--- src/rtl/cam_pkg.sv ---
// Package for the calendar minute adder: shared types, constants and the
// calendar helper functions. No dependencies.
package cam_pkg;

  localparam int unsigned MAX_ADD_MINUTES = 59400;

  localparam int unsigned YearW    = 14;
  localparam int unsigned MonthW   = 4;
  localparam int unsigned DayW     = 5;
  localparam int unsigned HourW    = 5;
  localparam int unsigned MinuteW  = 6;
  localparam int unsigned WeekdayW = 3;
  localparam int unsigned AddW     = 32;
  // Counts that can take effect fit in 16 bits.
  localparam int unsigned CountW   = 16;
  localparam int unsigned DaysW    = 6;
  localparam int unsigned RestW    = 11;
  localparam int unsigned Q25W     = 10;

  // Reciprocal constants: floor(x * R >> S) equals x / D over the used range.
  localparam logic [10:0] RecipDays  = 11'd1457;  // (count >> 5) / 45
  localparam logic [11:0] RecipHours = 12'd2185;  // rest / 60, shift 17
  localparam logic [12:0] Recip25    = 13'd5243;  // year / 25, shift 17

  localparam int unsigned FifoDepth = 2;

  localparam logic [MonthW-1:0] December = 4'd12;
  localparam logic [MonthW-1:0] February = 4'd2;

  typedef logic [DayW-1:0] month_len_t [13];
  localparam month_len_t MonthLen = '{
    5'd31, 5'd31, 5'd28, 5'd31, 5'd30, 5'd31, 5'd30,
    5'd31, 5'd31, 5'd30, 5'd31, 5'd30, 5'd31
  };

  typedef struct packed {
    logic [YearW-1:0]    year;
    logic [MonthW-1:0]   month;
    logic [DayW-1:0]     day;
    logic [HourW-1:0]    hour;
    logic [MinuteW-1:0]  minute;
    logic [WeekdayW-1:0] weekday;
    logic [DaysW-1:0]    days;
    logic                applied;
  } cam_item_t;

  typedef enum logic [2:0] {
    F_IDLE, F_DAYS, F_REST, F_HOURS, F_MINS, F_CARRY, F_PUSH
  } front_state_e;

  typedef enum logic [1:0] {
    B_IDLE, B_WALK, B_DONE
  } back_state_e;

  // Gregorian leap test, given the year and a precomputed floor(year / 25).
  function automatic logic is_leap(logic [YearW-1:0] year, logic [Q25W-1:0] q25);
    logic [YearW-1:0] times25;
    logic div4, div16, div25;
    times25 = YearW'({q25, 4'b0}) + YearW'({q25, 3'b0}) + YearW'(q25);
    div4    = (year[1:0] == 2'b0);
    div16   = (year[3:0] == 4'b0);
    div25   = (times25 == year);
    return div4 && (!div25 || div16);
  endfunction

  // Month length; months outside 1..12 are 31 days long.
  function automatic logic [DayW-1:0] month_len(logic [MonthW-1:0] month, logic leap);
    logic [DayW-1:0] len;
    len = 5'd31;
    if (month == February) begin
      len = leap ? 5'd29 : 5'd28;
    end else if (month >= 4'd1 && month <= December) begin
      len = MonthLen[month];
    end
    return len;
  endfunction

endpackage

--- src/rtl/calendar_add_minutes.sv ---
// Top level of the calendar minute adder: front end, item queue, back end.
// Depends on cam_pkg, cam_front, cam_fifo and cam_back.
//
// Usage: the input side is a queue write port. A transfer happens at a
// rising edge with push high and full low; it carries a date and time and
// a signed minute count. The result side is a queue read port: while empty
// is low the oldest result sits on the new_* and applied_o ports, and a
// transfer happens at an edge with pop high.
// Flow: the front end takes an item and then, for a count from 1 to the
// maximum, splits it into days, hours and minutes with their carries in the
// states F_DAYS, F_REST, F_HOURS, F_MINS and F_CARRY before it writes the
// two-entry queue. A count out of range goes straight to the queue and
// comes back unchanged. The back end loads an item and then walks the date
// one day per cycle, D days with D up to 42, before the item shows up on the
// result side. The front end takes no new item until it has written the
// last one to the queue.
// Reset clears both state machines and the queue; nothing is waiting
// afterwards. If the receiver does not pop, the back end holds its result,
// the queue fills and full then stays high until results are taken.
module calendar_add_minutes #(
  parameter int unsigned MaxAddMinutes = cam_pkg::MAX_ADD_MINUTES
) (
  input  logic                             clk_i,
  input  logic                             rst_ni,
  input  logic                             push,
  output logic                             full,
  input  logic [cam_pkg::YearW-1:0]        year_i,
  input  logic [cam_pkg::MonthW-1:0]       month_i,
  input  logic [cam_pkg::DayW-1:0]         day_i,
  input  logic [cam_pkg::HourW-1:0]        hour_i,
  input  logic [cam_pkg::MinuteW-1:0]      minute_i,
  input  logic [cam_pkg::WeekdayW-1:0]     weekday_i,
  input  logic signed [cam_pkg::AddW-1:0]  add_minutes_i,
  output logic                             empty,
  input  logic                             pop,
  output logic [cam_pkg::YearW-1:0]        new_year_o,
  output logic [cam_pkg::MonthW-1:0]       new_month_o,
  output logic [cam_pkg::DayW-1:0]         new_day_o,
  output logic [cam_pkg::HourW-1:0]        new_hour_o,
  output logic [cam_pkg::MinuteW-1:0]      new_minute_o,
  output logic [cam_pkg::WeekdayW-1:0]     new_weekday_o,
  output logic                             applied_o
);
  import cam_pkg::*;

  // Classified items travel from the front end to the queue.
  cam_item_t front_item;
  logic      front_push;
  logic      fifo_full;

  // The back end drains the queue one item at a time.
  cam_item_t back_item;
  logic      back_pop;
  logic      fifo_empty;

  cam_front #(
    .MaxAddMinutes(MaxAddMinutes)
  ) u_front (
    .clk_i        (clk_i),
    .rst_ni       (rst_ni),
    .push         (push),
    .full         (full),
    .year_i       (year_i),
    .month_i      (month_i),
    .day_i        (day_i),
    .hour_i       (hour_i),
    .minute_i     (minute_i),
    .weekday_i    (weekday_i),
    .add_minutes_i(add_minutes_i),
    .fifo_push_o  (front_push),
    .fifo_item_o  (front_item),
    .fifo_full_i  (fifo_full)
  );

  cam_fifo u_fifo (
    .clk_i  (clk_i),
    .rst_ni (rst_ni),
    .push_i (front_push),
    .item_i (front_item),
    .full_o (fifo_full),
    .pop_i  (back_pop),
    .item_o (back_item),
    .empty_o(fifo_empty)
  );

  cam_back u_back (
    .clk_i        (clk_i),
    .rst_ni       (rst_ni),
    .fifo_item_i  (back_item),
    .fifo_empty_i (fifo_empty),
    .fifo_pop_o   (back_pop),
    .empty        (empty),
    .pop          (pop),
    .new_year_o   (new_year_o),
    .new_month_o  (new_month_o),
    .new_day_o    (new_day_o),
    .new_hour_o   (new_hour_o),
    .new_minute_o (new_minute_o),
    .new_weekday_o(new_weekday_o),
    .applied_o    (applied_o)
  );

endmodule

--- src/rtl/cam_front.sv ---
// Front end of the calendar minute adder: accepts an item, checks the count
// and splits it into days, hours and minutes with carries. Uses cam_pkg.
module cam_front #(
  parameter int unsigned MaxAddMinutes = cam_pkg::MAX_ADD_MINUTES
) (
  input  logic                              clk_i,
  input  logic                              rst_ni,
  input  logic                              push,
  output logic                              full,
  input  logic [cam_pkg::YearW-1:0]         year_i,
  input  logic [cam_pkg::MonthW-1:0]        month_i,
  input  logic [cam_pkg::DayW-1:0]          day_i,
  input  logic [cam_pkg::HourW-1:0]         hour_i,
  input  logic [cam_pkg::MinuteW-1:0]       minute_i,
  input  logic [cam_pkg::WeekdayW-1:0]      weekday_i,
  input  logic signed [cam_pkg::AddW-1:0]   add_minutes_i,
  output logic                              fifo_push_o,
  output cam_pkg::cam_item_t                fifo_item_o,
  input  logic                              fifo_full_i
);
  import cam_pkg::*;

  front_state_e      state_q, state_d;
  cam_item_t         item_q, item_d;
  logic [CountW-1:0] count_q, count_d;
  logic [RestW-1:0]  rest_q, rest_d;
  logic [HourW-1:0]  hours_q, hours_d;
  logic [MinuteW-1:0] mins_q, mins_d;

  logic              in_range;
  logic [21:0]       days_prod;
  logic [CountW-1:0] rest_full;
  logic [23:0]       hours_prod;
  logic [RestW-1:0]  mins_full;
  logic [6:0]        min_sum;
  logic              min_carry;
  logic [5:0]        hour_sum;
  logic              hour_carry;

  assign in_range = !add_minutes_i[AddW-1] && (add_minutes_i != '0) &&
                    (AddW'(add_minutes_i) <= AddW'(MaxAddMinutes));

  assign full        = (state_q != F_IDLE);
  assign fifo_push_o = (state_q == F_PUSH) && !fifo_full_i;
  assign fifo_item_o = item_q;

  always_comb begin
    state_d = state_q;
    item_d  = item_q;
    count_d = count_q;
    rest_d  = rest_q;
    hours_d = hours_q;
    mins_d  = mins_q;

    days_prod  = 22'(count_q[CountW-1:5]) * 22'(RecipDays);
    rest_full  = count_q - CountW'(item_q.days) * CountW'(1440);
    hours_prod = 24'(rest_q) * 24'(RecipHours);
    mins_full  = rest_q - RestW'(hours_q) * RestW'(60);
    min_sum    = 7'(item_q.minute) + 7'(mins_q);
    min_carry  = (min_sum >= 7'd60);
    hour_sum   = 6'(item_q.hour) + 6'(hours_q) + 6'(min_carry);
    hour_carry = (hour_sum >= 6'd24);

    unique case (state_q)
      F_IDLE: begin
        if (push) begin
          item_d.year    = year_i;
          item_d.month   = month_i;
          item_d.day     = day_i;
          item_d.hour    = hour_i;
          item_d.minute  = minute_i;
          item_d.weekday = weekday_i;
          item_d.days    = '0;
          item_d.applied = in_range;
          count_d        = add_minutes_i[CountW-1:0];
          state_d        = in_range ? F_DAYS : F_PUSH;
        end
      end
      F_DAYS: begin
        item_d.days = days_prod[21:16];
        state_d     = F_REST;
      end
      F_REST: begin
        rest_d  = rest_full[RestW-1:0];
        state_d = F_HOURS;
      end
      F_HOURS: begin
        hours_d = hours_prod[21:17];
        state_d = F_MINS;
      end
      F_MINS: begin
        mins_d  = mins_full[MinuteW-1:0];
        state_d = F_CARRY;
      end
      F_CARRY: begin
        item_d.minute = min_carry ? 6'(min_sum - 7'd60) : min_sum[MinuteW-1:0];
        item_d.hour   = hour_carry ? 5'(hour_sum - 6'd24) : hour_sum[HourW-1:0];
        item_d.days   = item_q.days + DaysW'(hour_carry);
        // Weekday 7 behaves as 0 under the modulo-7 sum.
        if (item_q.weekday == 3'd7) begin
          item_d.weekday = '0;
        end
        state_d = F_PUSH;
      end
      F_PUSH: begin
        if (!fifo_full_i) begin
          state_d = F_IDLE;
        end
      end
      default: state_d = F_IDLE;
    endcase
  end

  always_ff @(posedge clk_i or negedge rst_ni) begin
    if (!rst_ni) begin
      state_q <= F_IDLE;
    end else begin
      state_q <= state_d;
    end
  end

  always_ff @(posedge clk_i) begin
    item_q  <= item_d;
    count_q <= count_d;
    rest_q  <= rest_d;
    hours_q <= hours_d;
    mins_q  <= mins_d;
  end

endmodule

--- src/rtl/cam_fifo.sv ---
// Short queue of classified items between front and back end.
// Uses cam_pkg for the item type and depth.
module cam_fifo (
  input  logic               clk_i,
  input  logic               rst_ni,
  input  logic               push_i,
  input  cam_pkg::cam_item_t item_i,
  output logic               full_o,
  input  logic               pop_i,
  output cam_pkg::cam_item_t item_o,
  output logic               empty_o
);
  import cam_pkg::*;

  localparam int unsigned PtrW = $clog2(FifoDepth);
  localparam int unsigned CntW = $clog2(FifoDepth + 1);

  cam_item_t         mem_q [FifoDepth];
  logic [PtrW-1:0]   wr_ptr_q, rd_ptr_q;
  logic [CntW-1:0]   count_q;
  logic              do_push, do_pop;

  assign full_o  = (count_q == CntW'(FifoDepth));
  assign empty_o = (count_q == '0);
  assign do_push = push_i && !full_o;
  assign do_pop  = pop_i && !empty_o;
  assign item_o  = mem_q[rd_ptr_q];

  always_ff @(posedge clk_i or negedge rst_ni) begin
    if (!rst_ni) begin
      wr_ptr_q <= '0;
      rd_ptr_q <= '0;
      count_q  <= '0;
    end else begin
      if (do_push) begin
        wr_ptr_q <= (wr_ptr_q == PtrW'(FifoDepth - 1)) ? '0 : wr_ptr_q + 1'b1;
      end
      if (do_pop) begin
        rd_ptr_q <= (rd_ptr_q == PtrW'(FifoDepth - 1)) ? '0 : rd_ptr_q + 1'b1;
      end
      count_q <= count_q + CntW'(do_push) - CntW'(do_pop);
    end
  end

  always_ff @(posedge clk_i) begin
    if (do_push) begin
      mem_q[wr_ptr_q] <= item_i;
    end
  end

endmodule

--- src/rtl/cam_back.sv ---
// Back end of the calendar minute adder: walks the date one day per cycle
// and holds the finished result until it is taken. Uses cam_pkg.
module cam_back (
  input  logic                          clk_i,
  input  logic                          rst_ni,
  input  cam_pkg::cam_item_t            fifo_item_i,
  input  logic                          fifo_empty_i,
  output logic                          fifo_pop_o,
  output logic                          empty,
  input  logic                          pop,
  output logic [cam_pkg::YearW-1:0]     new_year_o,
  output logic [cam_pkg::MonthW-1:0]    new_month_o,
  output logic [cam_pkg::DayW-1:0]      new_day_o,
  output logic [cam_pkg::HourW-1:0]     new_hour_o,
  output logic [cam_pkg::MinuteW-1:0]   new_minute_o,
  output logic [cam_pkg::WeekdayW-1:0]  new_weekday_o,
  output logic                          applied_o
);
  import cam_pkg::*;

  back_state_e        state_q, state_d;
  logic [DaysW-1:0]   cnt_q, cnt_d;
  cam_item_t          cur_q, cur_d;
  logic [Q25W-1:0]    q25_q;
  logic [26:0]        q25_prod;
  logic               leap;
  logic [DayW-1:0]    len;

  // floor(year / 25) tracks the working year, so the leap flag is always
  // current, also right after a year rollover.
  assign q25_prod = 27'(cur_d.year) * 27'(Recip25);
  assign leap     = is_leap(cur_q.year, q25_q);
  assign len      = month_len(cur_q.month, leap);

  assign empty         = (state_q != B_DONE);
  assign new_year_o    = cur_q.year;
  assign new_month_o   = cur_q.month;
  assign new_day_o     = cur_q.day;
  assign new_hour_o    = cur_q.hour;
  assign new_minute_o  = cur_q.minute;
  assign new_weekday_o = cur_q.weekday;
  assign applied_o     = cur_q.applied;

  always_comb begin
    state_d    = state_q;
    cnt_d      = cnt_q;
    cur_d      = cur_q;
    fifo_pop_o = 1'b0;

    unique case (state_q)
      B_IDLE: begin
        if (!fifo_empty_i) begin
          fifo_pop_o = 1'b1;
          cur_d      = fifo_item_i;
          cnt_d      = fifo_item_i.days;
          state_d    = (fifo_item_i.days == '0) ? B_DONE : B_WALK;
        end
      end
      B_WALK: begin
        if (cur_q.day >= len) begin
          cur_d.day = 5'd1;
          if (cur_q.month >= December) begin
            cur_d.year  = cur_q.year + 1'b1;
            cur_d.month = 4'd1;
          end else begin
            cur_d.month = cur_q.month + 1'b1;
          end
        end else begin
          cur_d.day = cur_q.day + 1'b1;
        end
        cur_d.weekday = (cur_q.weekday == 3'd6) ? '0 : cur_q.weekday + 1'b1;
        cnt_d = cnt_q - 1'b1;
        if (cnt_q == DaysW'(1)) begin
          state_d = B_DONE;
        end
      end
      B_DONE: begin
        if (pop) begin
          state_d = B_IDLE;
        end
      end
      default: state_d = B_IDLE;
    endcase
  end

  always_ff @(posedge clk_i or negedge rst_ni) begin
    if (!rst_ni) begin
      state_q <= B_IDLE;
      cnt_q   <= '0;
    end else begin
      state_q <= state_d;
      cnt_q   <= cnt_d;
    end
  end

  always_ff @(posedge clk_i) begin
    cur_q <= cur_d;
    q25_q <= q25_prod[26:17];
  end

endmodule
--- config.mk ---
export PLATFORM = sky130hd
export DESIGN_NAME = calendar_add_minutes
export DESIGN_NICKNAME = d
export VERILOG_FILES = /design/src/rtl/cam_pkg.sv /design/src/rtl/calendar_add_minutes.sv /design/src/rtl/cam_front.sv /design/src/rtl/cam_fifo.sv /design/src/rtl/cam_back.sv
export SDC_FILE = /design/constraint.sdc
export NUM_CORES = 1
export LEC_CHECK = 0
export BUFFER_PORTS_ARGS = -buffer_cell sky130_fd_sc_hd__buf_2
export CAP_MARGIN = 20
export CORE_UTILIZATION = 45
export CTS_CLUSTER_DIAMETER = 40
export DETAILED_ROUTE_END_ITERATION = 10
export GPL_TIMING_DRIVEN = 0
export PLACE_DENSITY_LB_ADDON = 0.1
export SETUP_SLACK_MARGIN = 0.4
export SLEW_MARGIN = 20
export SYNTH_ARGS = -nofsm -noshare
export SYNTH_HDL_FRONTEND = slang
export SYNTH_SLANG_ARGS = --single-unit
--- constraint.sdc ---
create_clock -name clk_i -period 10.55 [get_ports clk_i]
set_input_delay 2.11 -clock clk_i [delete_from_list [all_inputs] [get_ports clk_i]]
set_output_delay 2.11 -clock clk_i [all_outputs]
set_load 0.01 [all_outputs]
---- Word level (Yosys, flattened, before mapping) ----
Memories as Yosys holds them, arrays and structs flattened.
Cells that the tools add are included.
operators by class
  add/subtract/negate cells ............... 19
  multipliers ............................. 5
  $lt $le $gt $ge ......................... 8
  equal/unequal tests ..................... 22
  mux-type cells .......................... 36
  bitwise operators ....................... 2
  reductions and logical operators ........ 32
operators with widths
  kind                      number
  $pmux W23 S2              1
  $mux W44                  1
  $le A32 B16 Y1 const B    1
  $reduce_bool A32 Y1       1
  $mux W5                   6
  $pmux W14 S2              1
  $mul A14 B13 Y27 const B  1
  $mul A11 B11 Y22 const B  1
  $mul A11 B12 Y22 const B  1
  $mux W21                  1
  $pmux W3 S7               1
  $mux W18                  1
  $pmux W6 S3               1
  $eq A3 B3 Y1 const B      5
  $mux W3                   5
  $add A14 B1 Y14 const B   1
  $add A14 B10 Y14          1
  $add A14 B13 Y14          1
  $eq A14 B14 Y1            1
  $mux W14                  1
  $add A6 B1 Y6             2
  $mux W6                   2
  $pmux W6 S2               1
  $reduce_and A2 Y1         6
  other kinds (47)          80
storage, ports and cells
  register bits ........................... 151
  RAM bits ................................ 88
  memory bits (read-only) ................. 80
  bits of input ports ..................... 73
  output and inout port bits .............. 40
  word-level logic and storage cells ...... 153
  memories kept ........................... 2
memory list
  memory            depth  bits a word  rd ports  clocked after memory_dff  wr ports  RTL line        RTL
  u_fifo.mem_q      2      44           1         0                         1         cam_fifo.sv:18  cam_item_t mem_q [FifoDepth];
  (name not given)  16     5            1         0                         0         cam_pkg.sv:73   len = MonthLen[month];

---- Depth between registers and ports, before layout ----
  word-level depth ........................ 12
  depth in mapped cells ................... 39
  gate-level depth less buffers ........... 39

---- Modules after synthesis ----
From an unflattened synthesis, not the netlist that was laid out.
second synthesis, totals
  cells, all modules ...................... 1497
  area, all modules ....................... 17588.1 um^2
by module, submodules not included
  module     times used  cells an instance  area each (um^2)  seq. area each (um^2)
  cam_front  1           633                7125.6            2537.4
  cam_back   1           709                6886.6            1401.3
  cam_fifo   1           155                3575.9            2742.6

---- Least setup slack after synthesis ----
OpenSTA, ideal clock, no wires.
  kind .................................... register to register
  from .................................... register u_back.q25_q[1]
  to ...................................... register u_back.q25_q[8]
  library setup time ...................... 0.062 ns
  arrival time ............................ 8.921 ns
  data required time ...................... 10.488 ns
  path slack .............................. 1.566 ns
  stages on the path, launching flop included .. 39
  buffers on the path ..................... 0
  clock period less this slack ............ 8.984 ns
  cells stage by stage .................... dfxtp_1 inv_1 fa_1 inv_1 ha_1 inv_1 fa_1 nand2b_1 a21oi_1 o21ai_0 a21oi_1 or3_1 a2111oi_0 a21oi_1 ha_1 nand2b_1 a21oi_2 nor3_1 [3 not listed] a221o_1 ha_1 inv_1 fa_1 inv_1 fa_1 fa_1 inv_1 fa_1 inv_1 ha_1 o21ai_0 o221ai_1 a31oi_1 o31ai_1 o31ai_1 or4b_2 nand3_1
RTL lines
  element                   RTL line        RTL
  start: declaration        cam_back.sv:24  logic [Q25W-1:0] q25_q;
  start signal: assignment  cam_back.sv:98  q25_q <= q25_prod[26:17];

==> results.ini <==
[outcome]
status=finished, final reports clean

[placement]
placed_area_um2=18400
dpl.hpwl_um=30800
placed_cells=2101
port_buffers=111
place_congestion=0.843

[critical_path]
required_ns=11.03
cp-end-kind=register
cp_top_family=adder cells
max_stage_delay_ns=0.62
cp_num_buf_inv=7
crit_slowest_cell=or4b_2
critical_path_class=reg2reg
critical_path_arrival_ns=10.26
critPathMaxFanout=9
startpoint_type=register
cp_common_cell=inv_1

[cells_and_area]
area_growth_pct=15.6
drive_above_1_share_pct=15.1
instances_no_fill=2171
post-route-cell-area_um2=19800
nets=2069

[floorplan]
start_util_pct=45.6
rows=71
die_x_um=197
dieHeight_um=197
io-pin-count=113
coreArea_um2=37600
die_area_um2=38900

[timing]
relSlewSlack_pct=31.6
holdWs_ns=0.416
tightest_slew_ns=1.03
finalSetupViolCount=0
fmax_ghz=0.102
rsz0062_at_grt=yes
post-route-period-util_pct=92.7
min_period_ns=9.78
final-hold-violation-count=0
slew_violations=0
fin_worst_skew_ns=0.0166

[global_routing]
grt_pass1_wl_um=61000
grt_max_degree=45
antenna_found_initial=2
grt_pass1_vias=11500
grt_busiest_layer=met2
grtUsageMet3_pct=2.78
grt_use_total_pct=20.6
grt_overflow=0
met2_usage_pct=35.1
grt_util_met1_pct=26.2

[clocking]
cts_buffers=38
clk_transition_reported_paths_ns=0.05
cts_tree=yes
cts_hold_buf=0
clock_path_buffers=3
cts_root_buffer=clkbuf_16
clock_sink_count=233
htree_num_levels=2
insertion_delay_ns=0.54

[synthesis]
synth_cells=1476
seq_area_frac_synth_pct=39.0
yosysWarnings=0
syn_nets=1914
synth-seq-cells=233
synth-main-ff-cell=edfxtp_1
synth_area_um2=17100
avgSynthCellArea_um2=11.6
async_flop_share_pct=6.44
synth_cell_types=80
synth-edff-count=194

[drt]
ant_nets=0
drc=0
finalWirelength_um=38600
first_pass_iters=5
wl_per_cell_um=17.8
viasPerCell=5.21
drt_iter0_drc=502
dr_total_vias=11300

[hold_path]
hold_path_class=reg2reg

[run]
maxCapViolations=0

[cells in the final DEF, fill, tap and decap left out, types with 7 or more instances in the layout]
master       n
nor2_1      55
edfxtp_1   194
fa_1       108
nor4_1      10
o21ai_0     56
o22ai_1     17
nor3_1       9
mux2_2      19
a31oi_1     13
a21oi_1     47
dfxtp_1     24
nand2_1     50
ha_1       257
a21o_1      16
a211oi_1    18
nand4_1     16
dfrtp_1     15
mux2i_1     29
inv_1      250
clkbuf_16   39
clkbuf_1    16
and3_1      12
o21bai_1    10
buf_2      115
xnor2_1     49
nand3_1     36
xor2_1      32
nand2b_1     7
[registers in the layout (all words and copies together) (netlist names), 4 cells and up]
name and count:
u_back.q25_q 10, u_front.count_q 16, u_back.new_day_o 5, u_back.new_minute_o 6, u_front.hours_q 5, u_back.new_year_o 14
u_back.cnt_q 6, u_back.new_hour_o 5, u_fifo.mem_q 88, u_front.fifo_item_o 44, u_front.mins_q 6, u_front.rest_q 11
u_back.new_month_o 4
[metrics by stage]
| step | setup TNS (ns) | util, % | setup WS (ns) |
|---|---|---|---|
| final | 0 | 52.7 | 0.768 |
| after global routing | 0 | 52.7 | 0.266 |
| after CTS | 0 | 52.5 | 0.504 |
| after detailed placement | -1.19 | 49.0 | -0.378 |
| after global placement | -1.18 | 48.8 | -0.372 |
| after floorplan | 0 | - | 1.57 |
[Yosys cell counts (24+ instances only)]
library cell / count / share of area [%]
nand2_1: 50 / 1.1
mux2i_1: 29 / 1.7
xor2_1: 32 / 1.6
nor2_1: 55 / 1.2
dfxtp_1: 24 / 2.8
o21ai_0: 57 / 1.7
a21oi_1: 48 / 1.4
xnor2_1: 49 / 2.5
nand3_1: 36 / 1.1
fa_1: 108 / 13
edfxtp_1: 194 / 34
inv_1: 252 / 5.5
ha_1: 257 / 19
[logic make-up (layout without fill, tap and decap cells)]
logic type	count (synthesis)	in the layout	share of synthesized area, %
AO/OA/AOI/OAI	237	237	9.22
XOR/XNOR	81	81	4.14
adder cells (fa/ha/maj)	365	365	31.4
buffers and inverters	277	460	6.31
flip-flops	233	233	39.0
multiplexers	48	48	2.94
other	0	1	0
AND/OR/NAND/NOR	235	235	7.06
[what timing repair did]
item,4_1_cts,5_1_grt
gates cloned,0,0
setup buffers,0,1
setup endpoints to repair,9,7
gates resized for setup,12,10
endpoints found under the hold margin,0,0
pin swaps,0,3
[worst paths after layout]
kind / start / endpoint / slack, ns / cells after the start
worst max-delay path: u_back.q25_q[1]$_DFF_P_ / u_back.q25_q[8]$_DFF_P_ / 0.77 / 38
worst min-delay path: u_front.count_q[1]$_DFFE_PP_ / u_front.rest_q[1]$_DFFE_PP_ / 0.42 / 0
worst max register to register: u_back.q25_q[1]$_DFF_P_ / u_back.q25_q[8]$_DFF_P_ / 0.77 / 38
worst min register to register: u_front.count_q[1]$_DFFE_PP_ / u_front.rest_q[1]$_DFFE_PP_ / 0.42 / 0
max in group asynchronous: rst_ni / u_fifo.wr_ptr_q$_DFFE_PN0P_ / 8.78 / 1
min in group asynchronous: rst_ni / u_fifo.rd_ptr_q$_DFFE_PN0P_ / 1.49 / 1
[layout make-up]
cell class	instances	area, µm²
fill	3385	17800
sequential	233	6680
antenna	1	2.50
timing repair buffer	115	611
buffer	25	135
tap	511	639
clock buffer	44	1000
clock inverter	24	273
inverter	252	946
multi-input combinational	966	9530
[metal layers]
layer,up-vias,part of all wire (%)
li1,5530,-
met1,5493,45
met2,206,48
met3,80,3.1
met4,2,3.6
met5,-,0.034
Power is not shown: default switching activity piles up to over one toggle a cycle in this logic, so the estimate is an artifact.
